===== config.mk =====
export PLATFORM = sky130hd
export DESIGN_NAME = sector_cache_clock_controller_unit
export DESIGN_NICKNAME = d
export VERILOG_FILES = /design/src/rtl/sccc_pkg.sv /design/src/rtl/sccc_ram.sv /design/src/rtl/sccc_queue.sv /design/src/rtl/sccc_front.sv /design/src/rtl/sccc_back.sv /design/src/rtl/sector_cache_clock_controller_unit.sv
export SDC_FILE = /design/constraint.sdc
export NUM_CORES = 2
export LEC_CHECK = 0
export BUFFER_PORTS_ARGS = -buffer_cell sky130_fd_sc_hd__buf_2
export CAP_MARGIN = 20
export CORE_MARGIN = 2
export CORE_UTILIZATION = 50
export CTS_CLUSTER_SIZE = 16
export DETAILED_ROUTE_END_ITERATION = 16
export GPL_ROUTABILITY_DRIVEN = 0
export HOLD_SLACK_MARGIN = 0.1
export PLACE_DENSITY = 0.69
export SLEW_MARGIN = 25
export SYNTH_ARGS = -nofsm -noshare
export SYNTH_HDL_FRONTEND = slang
export SYNTH_SLANG_ARGS = --single-unit

===== constraint.sdc =====
create_clock -name clk -period 4.1 [get_ports clk]
set_input_delay 0.41 -clock clk [delete_from_list [all_inputs] [get_ports clk]]
set_output_delay 0.41 -clock clk [all_outputs]
set_load 0.01 [all_outputs]

===== src/rtl/sccc_pkg.sv =====
`timescale 1ns / 1ps
// ----------------------------------------------------------------------------
// sccc_pkg
// Shared types and codes for the sector cache clock controller.
// ----------------------------------------------------------------------------
package sccc_pkg;

  localparam int CMD_W    = 2;
  localparam int SECTOR_W = 32;
  localparam int ENTRY_W  = 6;

  // request command codes on the input channel
  localparam logic [CMD_W-1:0] CMD_READ   = 2'd0;
  localparam logic [CMD_W-1:0] CMD_WRITE  = 2'd1;
  localparam logic [CMD_W-1:0] CMD_FLUSH  = 2'd2;
  localparam logic [CMD_W-1:0] CMD_UNUSED = 2'd3;

  typedef enum logic [1:0] {
    OP_READ,
    OP_WRITE,
    OP_FLUSH
  } op_t;

  typedef struct packed {
    logic [CMD_W-1:0]    command;
    logic [SECTOR_W-1:0] sector;
  } in_item_t;

  typedef struct packed {
    logic                hit;
    logic [ENTRY_W-1:0]  entry;
    logic                fill_needed;
    logic                writeback_valid;
    logic [SECTOR_W-1:0] writeback_sector;
    logic                last;
  } out_item_t;

  // classified request passed from front to back
  typedef struct packed {
    op_t                 op;
    logic [SECTOR_W-1:0] sector;
  } req_t;

endpackage


===== src/rtl/sccc_ram.sv =====
`timescale 1ns / 1ps
// ----------------------------------------------------------------------------
// sccc_ram
// Generic single-write, single-read RAM with registered read data.
// ----------------------------------------------------------------------------
module sccc_ram #(
  parameter int WIDTH = 32,
  parameter int DEPTH = 64
) (
  input  logic                     clk,
  input  logic                     we,
  input  logic [$clog2(DEPTH)-1:0] waddr,
  input  logic [WIDTH-1:0]         wdata,
  input  logic [$clog2(DEPTH)-1:0] raddr,
  output logic [WIDTH-1:0]         rdata
);

  logic [WIDTH-1:0] mem_r [DEPTH];
  logic [WIDTH-1:0] rdata_r;

  always_ff @(posedge clk) begin
    if (we) begin
      mem_r[waddr] <= wdata;
    end
    rdata_r <= mem_r[raddr];
  end

  assign rdata = rdata_r;

endmodule


===== src/rtl/sccc_queue.sv =====
`timescale 1ns / 1ps
// ----------------------------------------------------------------------------
// sccc_queue
// Two-entry request queue between the front and back ends.
// ----------------------------------------------------------------------------
module sccc_queue (
  input  logic          clk,
  input  logic          rst_n,
  input  logic          push,
  input  sccc_pkg::req_t push_data,
  output logic          full,
  input  logic          pop,
  output logic          pop_valid,
  output sccc_pkg::req_t pop_data
);

  sccc_pkg::req_t q_r [2];
  logic           wr_ptr_r;
  logic           rd_ptr_r;
  logic [1:0]     count_r;

  assign full      = (count_r == 2'd2);
  assign pop_valid = (count_r != 2'd0);
  assign pop_data  = q_r[rd_ptr_r];

  always_ff @(posedge clk) begin
    if (!rst_n) begin
      wr_ptr_r <= 1'b0;
      rd_ptr_r <= 1'b0;
      count_r  <= 2'd0;
    end else begin
      if (push) begin
        wr_ptr_r <= ~wr_ptr_r;
      end
      if (pop) begin
        rd_ptr_r <= ~rd_ptr_r;
      end
      count_r <= count_r + {1'b0, push} - {1'b0, pop};
    end
    if (push) begin
      q_r[wr_ptr_r] <= push_data;
    end
  end

endmodule


===== src/rtl/sccc_front.sv =====
`timescale 1ns / 1ps
// ----------------------------------------------------------------------------
// sccc_front
// Request intake: takes input transfers, decodes the command and queues
// read, write and flush requests. Unused command codes are taken and dropped.
// ----------------------------------------------------------------------------
module sccc_front (
  input  logic               in_valid,
  output logic               in_stall,
  input  sccc_pkg::in_item_t in_data,
  output logic               q_push,
  output sccc_pkg::req_t     q_data,
  input  logic               q_full
);

  logic take;
  logic known;

  assign in_stall = q_full;
  assign take     = in_valid && !q_full;

  always_comb begin
    known         = 1'b1;
    q_data.op     = sccc_pkg::OP_READ;
    q_data.sector = in_data.sector;
    unique case (in_data.command)
      sccc_pkg::CMD_READ:   q_data.op = sccc_pkg::OP_READ;
      sccc_pkg::CMD_WRITE:  q_data.op = sccc_pkg::OP_WRITE;
      sccc_pkg::CMD_FLUSH:  q_data.op = sccc_pkg::OP_FLUSH;
      sccc_pkg::CMD_UNUSED: known     = 1'b0;
      default:              known     = 1'b0;
    endcase
  end

  assign q_push = take && known;

endmodule


===== src/rtl/sccc_back.sv =====
`timescale 1ns / 1ps
// ----------------------------------------------------------------------------
// sccc_back
// Request execution: tag scan, clock victim search, tag update and flush
// walk, with the result register toward the output channel.
// ----------------------------------------------------------------------------
module sccc_back #(
  parameter int ENTRIES = 64
) (
  input  logic                clk,
  input  logic                rst_n,
  input  logic                q_valid,
  input  sccc_pkg::req_t      q_data,
  output logic                q_pop,
  output logic                out_valid,
  input  logic                out_stall,
  output sccc_pkg::out_item_t out_data
);

  localparam int IW = (ENTRIES > 1) ? $clog2(ENTRIES) : 1;
  localparam int CW = $clog2(ENTRIES + 1);
  localparam int SW = sccc_pkg::SECTOR_W;

  typedef enum logic [3:0] {
    S_IDLE,
    S_LOOK,
    S_CLK,
    S_WBD,
    S_UPD,
    S_OUT,
    S_FLUSH,
    S_FRD,
    S_FEND
  } state_t;

  state_t              state_r,     state_nxt;
  sccc_pkg::op_t       op_r,        op_nxt;
  logic [SW-1:0]       sec_r,       sec_nxt;
  logic [ENTRIES-1:0]  valid_r,     valid_nxt;
  logic [ENTRIES-1:0]  dirty_r,     dirty_nxt;
  logic [ENTRIES-1:0]  visited_r,   visited_nxt;
  logic [CW-1:0]       idx_r,       idx_nxt;
  logic [IW-1:0]       cmp_r,       cmp_nxt;
  logic                pend_r,      pend_nxt;
  logic                inv_found_r, inv_found_nxt;
  logic [IW-1:0]       inv_r,       inv_nxt;
  logic [IW-1:0]       vic_r,       vic_nxt;
  logic                wbv_r,       wbv_nxt;
  logic [SW-1:0]       wbs_r,       wbs_nxt;
  logic                have_hold_r, have_hold_nxt;
  sccc_pkg::out_item_t hold_r,      hold_nxt;
  sccc_pkg::out_item_t res_r,       res_nxt;
  logic                out_valid_r, out_valid_nxt;
  sccc_pkg::out_item_t out_data_r,  out_data_nxt;

  logic          ram_we;
  logic [IW-1:0] ram_waddr;
  logic [SW-1:0] ram_wdata;
  logic [IW-1:0] ram_raddr;
  logic [SW-1:0] ram_rdata;

  logic          out_free;
  logic [IW-1:0] idx_i;
  logic          is_write;
  logic          scan_more;
  sccc_pkg::out_item_t fl_item;

  sccc_ram #(
    .WIDTH (SW),
    .DEPTH (ENTRIES)
  ) u_tag_ram (
    .clk   (clk),
    .we    (ram_we),
    .waddr (ram_waddr),
    .wdata (ram_wdata),
    .raddr (ram_raddr),
    .rdata (ram_rdata)
  );

  assign out_free  = !out_valid_r || !out_stall;
  assign idx_i     = idx_r[IW-1:0];
  assign is_write  = (op_r == sccc_pkg::OP_WRITE);
  assign scan_more = (idx_r < CW'(ENTRIES));

  always_comb begin
    fl_item                  = '0;
    fl_item.entry            = sccc_pkg::ENTRY_W'(idx_i);
    fl_item.writeback_valid  = 1'b1;
    fl_item.writeback_sector = ram_rdata;
  end

  always_comb begin
    state_nxt     = state_r;
    op_nxt        = op_r;
    sec_nxt       = sec_r;
    valid_nxt     = valid_r;
    dirty_nxt     = dirty_r;
    visited_nxt   = visited_r;
    idx_nxt       = idx_r;
    cmp_nxt       = cmp_r;
    pend_nxt      = pend_r;
    inv_found_nxt = inv_found_r;
    inv_nxt       = inv_r;
    vic_nxt       = vic_r;
    wbv_nxt       = wbv_r;
    wbs_nxt       = wbs_r;
    have_hold_nxt = have_hold_r;
    hold_nxt      = hold_r;
    res_nxt       = res_r;
    out_valid_nxt = out_valid_r && out_stall;
    out_data_nxt  = out_data_r;
    q_pop         = 1'b0;
    ram_we        = 1'b0;
    ram_waddr     = vic_r;
    ram_wdata     = sec_r;
    ram_raddr     = idx_i;

    unique case (state_r)
      S_IDLE: begin
        if (q_valid) begin
          q_pop         = 1'b1;
          op_nxt        = q_data.op;
          sec_nxt       = q_data.sector;
          idx_nxt       = '0;
          pend_nxt      = 1'b0;
          inv_found_nxt = 1'b0;
          have_hold_nxt = 1'b0;
          state_nxt     = (q_data.op == sccc_pkg::OP_FLUSH) ? S_FLUSH : S_LOOK;
        end
      end

      // one tag read issued per cycle; each compare works on registered read data
      S_LOOK: begin
        if (pend_r && valid_r[cmp_r] && (ram_rdata == sec_r)) begin
          visited_nxt[cmp_r] = 1'b1;
          if (is_write) begin
            dirty_nxt[cmp_r] = 1'b1;
          end
          res_nxt       = '0;
          res_nxt.hit   = 1'b1;
          res_nxt.entry = sccc_pkg::ENTRY_W'(cmp_r);
          res_nxt.last  = 1'b1;
          state_nxt     = S_OUT;
        end else if (scan_more) begin
          ram_raddr = idx_i;
          cmp_nxt   = idx_i;
          pend_nxt  = 1'b1;
          idx_nxt   = idx_r + CW'(1);
          if (!valid_r[idx_i] && !inv_found_r) begin
            inv_found_nxt = 1'b1;
            inv_nxt       = idx_i;
          end
        end else begin
          pend_nxt = 1'b0;
          if (!pend_r) begin
            wbv_nxt = 1'b0;
            wbs_nxt = '0;
            if (inv_found_r) begin
              vic_nxt   = inv_r;
              state_nxt = S_UPD;
            end else begin
              vic_nxt   = '0;
              state_nxt = S_CLK;
            end
          end
        end
      end

      // second-chance walk from entry 0
      S_CLK: begin
        ram_raddr = vic_r;
        if (!visited_r[vic_r]) begin
          state_nxt = dirty_r[vic_r] ? S_WBD : S_UPD;
        end else begin
          visited_nxt[vic_r] = 1'b0;
          vic_nxt = (vic_r == IW'(ENTRIES - 1)) ? '0 : vic_r + IW'(1);
        end
      end

      S_WBD: begin
        ram_raddr          = vic_r;
        wbv_nxt            = 1'b1;
        wbs_nxt            = ram_rdata;
        dirty_nxt[vic_r]   = 1'b0;
        state_nxt          = S_UPD;
      end

      S_UPD: begin
        ram_we               = 1'b1;
        ram_waddr            = vic_r;
        ram_wdata            = sec_r;
        valid_nxt[vic_r]     = 1'b1;
        visited_nxt[vic_r]   = 1'b1;
        dirty_nxt[vic_r]     = is_write;
        res_nxt.hit              = 1'b0;
        res_nxt.entry            = sccc_pkg::ENTRY_W'(vic_r);
        res_nxt.fill_needed      = !is_write;
        res_nxt.writeback_valid  = wbv_r;
        res_nxt.writeback_sector = wbs_r;
        res_nxt.last             = 1'b1;
        state_nxt                = S_OUT;
      end

      S_OUT: begin
        if (out_free) begin
          out_valid_nxt = 1'b1;
          out_data_nxt  = res_r;
          state_nxt     = S_IDLE;
        end
      end

      S_FLUSH: begin
        ram_raddr = idx_i;
        if (!scan_more) begin
          state_nxt = S_FEND;
        end else if (valid_r[idx_i] && dirty_r[idx_i]) begin
          state_nxt = S_FRD;
        end else begin
          idx_nxt = idx_r + CW'(1);
        end
      end

      // the held result goes out only once a later one is known to exist
      S_FRD: begin
        ram_raddr = idx_i;
        if (!have_hold_r || out_free) begin
          if (have_hold_r) begin
            out_valid_nxt = 1'b1;
            out_data_nxt  = hold_r;
          end
          hold_nxt         = fl_item;
          have_hold_nxt    = 1'b1;
          dirty_nxt[idx_i] = 1'b0;
          idx_nxt          = idx_r + CW'(1);
          state_nxt        = S_FLUSH;
        end
      end

      S_FEND: begin
        if (out_free) begin
          out_valid_nxt = 1'b1;
          if (have_hold_r) begin
            out_data_nxt      = hold_r;
            out_data_nxt.last = 1'b1;
          end else begin
            out_data_nxt      = '0;
            out_data_nxt.last = 1'b1;
          end
          state_nxt = S_IDLE;
        end
      end

      default: state_nxt = S_IDLE;
    endcase
  end

  always_ff @(posedge clk) begin
    if (!rst_n) begin
      state_r     <= S_IDLE;
      valid_r     <= '0;
      dirty_r     <= '0;
      visited_r   <= '0;
      pend_r      <= 1'b0;
      have_hold_r <= 1'b0;
      out_valid_r <= 1'b0;
    end else begin
      state_r     <= state_nxt;
      valid_r     <= valid_nxt;
      dirty_r     <= dirty_nxt;
      visited_r   <= visited_nxt;
      pend_r      <= pend_nxt;
      have_hold_r <= have_hold_nxt;
      out_valid_r <= out_valid_nxt;
    end
    op_r        <= op_nxt;
    sec_r       <= sec_nxt;
    idx_r       <= idx_nxt;
    cmp_r       <= cmp_nxt;
    inv_found_r <= inv_found_nxt;
    inv_r       <= inv_nxt;
    vic_r       <= vic_nxt;
    wbv_r       <= wbv_nxt;
    wbs_r       <= wbs_nxt;
    hold_r      <= hold_nxt;
    res_r       <= res_nxt;
    out_data_r  <= out_data_nxt;
  end

  assign out_valid = out_valid_r;
  assign out_data  = out_data_r;

endmodule


===== src/rtl/sector_cache_clock_controller_unit.sv =====
`timescale 1ns / 1ps
// ----------------------------------------------------------------------------
// sector_cache_clock_controller_unit
// Tag and replacement controller for a fully associative write-back sector
// cache with second-chance (clock) replacement.
// ----------------------------------------------------------------------------
// A request is decoded at the input and parked in a two-entry queue; the
// back end handles one request at a time out of a tag RAM with one read
// port, one entry per cycle in the tag scan and clock walk. A read or
// write hit ends the tag scan at the matching entry; a miss scans all
// ENTRIES tags, and when every entry is valid a clock walk follows, plus
// a fetch of a dirty victim's tag. A flush walks all entries and reads
// the tag of each dirty one. Unused command code 3 is taken and produces
// nothing. Tags need no clearing pass after reset: valid bits live in flops.
// ----------------------------------------------------------------------------
module sector_cache_clock_controller_unit #(
  parameter int ENTRIES = 64
) (
  input  logic                clk,
  input  logic                rst_n,
  input  logic                in_valid,
  output logic                in_stall,
  input  sccc_pkg::in_item_t  in_data,
  output logic                out_valid,
  input  logic                out_stall,
  output sccc_pkg::out_item_t out_data
);

  logic           q_push;
  sccc_pkg::req_t q_push_data;
  logic           q_full;
  logic           q_pop;
  logic           q_valid;
  sccc_pkg::req_t q_pop_data;

  sccc_front u_front (
    .in_valid (in_valid),
    .in_stall (in_stall),
    .in_data  (in_data),
    .q_push   (q_push),
    .q_data   (q_push_data),
    .q_full   (q_full)
  );

  sccc_queue u_queue (
    .clk       (clk),
    .rst_n     (rst_n),
    .push      (q_push),
    .push_data (q_push_data),
    .full      (q_full),
    .pop       (q_pop),
    .pop_valid (q_valid),
    .pop_data  (q_pop_data)
  );

  sccc_back #(
    .ENTRIES (ENTRIES)
  ) u_back (
    .clk       (clk),
    .rst_n     (rst_n),
    .q_valid   (q_valid),
    .q_data    (q_pop_data),
    .q_pop     (q_pop),
    .out_valid (out_valid),
    .out_stall (out_stall),
    .out_data  (out_data)
  );

endmodule


==> results.json <==
{
  "reg2reg_setup_slack_ps": 140,
  "worstSetupPathType": "flip-flop to flip-flop",
  "dieWidth_um": 456,
  "final_nets": 5860,
  "internal_power_mw": 58.3,
  "peakVddDrop_uv": 661,
  "antenna_found_initial": 16,
  "cp.depth": 10,
  "grt.overflow.total": 0,
  "cts_max_path_buffers": 4,
  "tightest_slew_ps": 1040,
  "yosys-top-cells-area": "edfxtp_1 68%, mux4_2 12%, mux2i_1 5.1%, dfxtp_1 4.6%, mux2_2 0.83%",
  "die-height_um": 456,
  "period_share_pct": 96.5,
  "ys.flop_type": "edfxtp_1",
  "critical-path-top-cell-by-count": "mux2i_1",
  "final_area_mm2": 0.118,
  "p_leak_nw": 39.4,
  "first_iter_violations": 8766,
  "power.switching_mw": 28.4,
  "reg2reg_depth": 10,
  "reg2reg_to": "u_back.u_tag_ram.rdata[29]$_DFF_P_",
  "cts.clk_slew.worst_paths_ps": 60,
  "syn_area_per_cell_um2": 19.0,
  "path_cells": "nand2b_1 > nor2_2 > mux2i_4 > buf_12 > buf_12 > mux4_2 > mux2i_1 > mux2i_1 > mux2i_1 > mux2i_1",
  "critPathBufInv": 2,
  "p_per_area_mw_per_mm2": 732,
  "drive_gt1_share_pct": 26.3,
  "drv_slew": 0,
  "placed_area_mm2": 0.109,
  "cts_num_sinks": 2566,
  "cpPeakStageDelay_ps": 880,
  "insertion_delay_ps": 930,
  "dp_slack_ps": -245,
  "final_util_pct": 58.1,
  "hpwl_um": 171000,
  "synth_nets": 5424,
  "crit_end": "u_back.u_tag_ram.rdata[29]$_DFF_P_",
  "grt_usage_pct": 27.4,
  "yosys_warnings": 0,
  "wl_um": 288000,
  "yosys_register_bits": 2566,
  "layout_common_cells": "2,330 x edfxtp_1, 553 x mux4_2, 512 x mux2i_1, 281 x clkbuf_16, 260 x buf_4",
  "startpoint": "u_back.state_r[2]$_SDFFE_PN0P_",
  "setup_tns_ps": 0,
  "period_minus_slack_ps": 3960,
  "power_mw": 86.7,
  "slowest_stage": "mux2i_1",
  "synth_area_mm2": 0.102,
  "final-hold-violation-count": 0,
  "routed_wire_length_per_instance_um": 33.1,
  "setup_ws_ps": 142,
  "vias": 56700,
  "worstPathArrival_ps": 4730,
  "crit_path_end_kind": "flip-flop",
  "vias_per_cell": 6.51,
  "slew_headroom_pct": 28.9,
  "grt_pass1_vias": 55800,
  "setup_viol": 0,
  "finalClockSkew_ps": 54.6,
  "p_clk_share_pct": 28.0,
  "postCtsSetupRepairBufs": 0,
  "synth_edf_count": 2330,
  "start_util_pct": 50.1,
  "synth_largest_area_cell": "edfxtp_1",
  "drc": 0,
  "synth_cell_type_count": 76,
  "grt_pass1_wl_um": 406000,
  "cts_tree": "done",
  "netlist_instances": 5382,
  "netlist.area_leader.share_pct": 68.4,
  "pwr-share-seq_pct": 38.4,
  "synth-seq-area-share_pct": 73.0,
  "critPathLaunchType": "flip-flop",
  "coreArea_mm2": 0.204,
  "std_cell_rows": 166,
  "status": "completed",
  "crit_path_max_fanout": 45,
  "cp_top_family": "multiplexers",
  "ant_nets": 0,
  "grt_max_degree": 141,
  "io_buffer_count": 81,
  "hold_path_class": "input port to flip-flop",
  "io_pins": 82,
  "layout_commonest_cell": "edfxtp_1",
  "max_cap_violations": 0,
  "htreeDepth": 5,
  "syn_to_final_growth_pct": 15.8,
  "root_buffer": "clkbuf_16",
  "p_sw_share_pct": 32.7,
  "worst_ep_required_time_ps": 4870,
  "cts_buffers": 274,
  "fmax_mhz": 253,
  "postSynth.asyncResetShare_pct": 0,
  "r2r-start": "u_back.state_r[2]$_SDFFE_PN0P_",
  "power_frac_comb_pct": 33.7,
  "rsz0062_at_grt": "no",
  "die_area_mm2": 0.208,
  "dr.pass1.iters": 7
}
[state kept, by name, indices dropped and copies added (netlist names), 2 cells and up, named ones only]
signal	flops
u_back.res_r	41
u_back.valid_r	64
u_back.state_r	4
u_back.inv_r	6
u_back.hold_r	38
u_back.wbs_r	32
u_back.out_data	42
u_queue.count_r	2
u_back.u_tag_ram.rdata	32
u_back.u_tag_ram.mem_r	2048
u_queue.q_r	68
u_back.ram_waddr	6
u_back.visited_r	64
u_back.dirty_r	64
u_back.ram_wdata	32
u_back.cmp_r	6
u_back.op_r	2
u_back.idx_r	7
[cell type report]
cell class	count	area, um^2
antenna	11	27.5
clock buffer	350	7390
clock inverter	120	1280
fill	14800	85600
inverter	41	156
multi-input combinational	2444	26500
sequential	2566	74700
tap	2688	3360
timing repair buffer	491	4990
[worst min path at each step]
stage	depth (start not counted)	slack, ps	to	startpoint
finish	2	220	u_queue.q_r[0][24]$_DFFE_PP_	in_data[24]
global route	2	200	u_queue.q_r[0][24]$_DFFE_PP_	in_data[24]
CTS	2	160	u_queue.q_r[0][23]$_DFFE_PP_	in_data[23]
detailed placement	2	470	u_back.visited_r[1]$_SDFFE_PN0P_	u_back.visited_r[1]$_SDFFE_PN0P_
global placement	2	450	u_back.visited_r[1]$_SDFFE_PN0P_	u_back.visited_r[1]$_SDFFE_PN0P_
floorplan	0	440	u_back.hold_r[10]$_DFFE_PP_	u_back.u_tag_ram.rdata[9]$_DFF_P_
[layer usage]
layer	routed length [um]	GRT usage, %	share of wire [%]
met1	110000	37.9	38
met2	130000	40.9	45
met5	93	0	0.032
met4	12000	10.6	4.2
met3	35500	8.34	12
[what timing repair did]
item / CTS / global route
gates resized for setup: 1 / 4
pin swaps: 0 / 0
hold buffers: 38 / 0
hold endpoints to repair: 92 / 0
endpoints found under the setup margin: 1 / 3
[cell usage after synthesis (all sizes together), types with 3 or more instances]
cell / count
edfxtp: 2330
mux4: 553
mux2i: 521
dfxtp: 236
nor2: 222
buf: 166
clkbuf: 165
nand2: 165
a21oi: 149
o21ai: 127
and2: 78
mux2: 75
o22ai: 73
a22oi: 69
a211oi: 61
a22o: 41
inv: 40
xor2: 37
o2bb2ai: 31
nand3: 30
nor3: 22
o21a: 22
nor2b: 16
or2: 14
nor4: 11
nand2b: 10
nand3b: 8
o32ai: 8
a221oi: 7
a2bb2oi: 7
and3b: 7
o31ai: 7
xnor2: 7
nand4: 5
o211ai: 5
or3b: 5
a31oi: 4
ha: 4
nor3b: 4
or3: 4
a221o: 3
a32oi: 3
and3: 3
[power groups by stage]
| stage | Sequential, mW | Clock, mW | Combinational (mW) |
|---|---|---|---|
| floorplan | 33.8 | 0 | 17.2 |
| global placement | 33.7 | 0 | 28.3 |
| detailed placement | 33.7 | 0 | 28.8 |
| CTS | 33.1 | 24.5 | 28.9 |
| global route | 33.2 | 25.5 | 30.6 |
| finish | 33.3 | 24.3 | 29.2 |
[kinds of logic (layout without fill, tap and decap cells)]
kind of cell,after synthesis,in the layout,synth area share (%)
muxes,1149,1149,18.1
buffers and inverters,372,1002,1.53
adders and majority gates,4,4,0.0489
other,0,11,0
and+or+nand+nor,610,610,2.79
xor gates and xnor gates,44,44,0.377
AOI/OAI and AO/OA,637,637,4.12
DFF,2566,2566,73.0
[per-stage QoR]
step / std cells / hold WS (ps)
2_1_floorplan: 5382 / 441
3_3_place_gp: 8192 / 452
3_5_place_dp: 8193 / 466
4_1_cts: 8700 / 160
5_1_grt: 8702 / 198
6_report: 8711 / 221
Power figures use the tool's default switching activity.
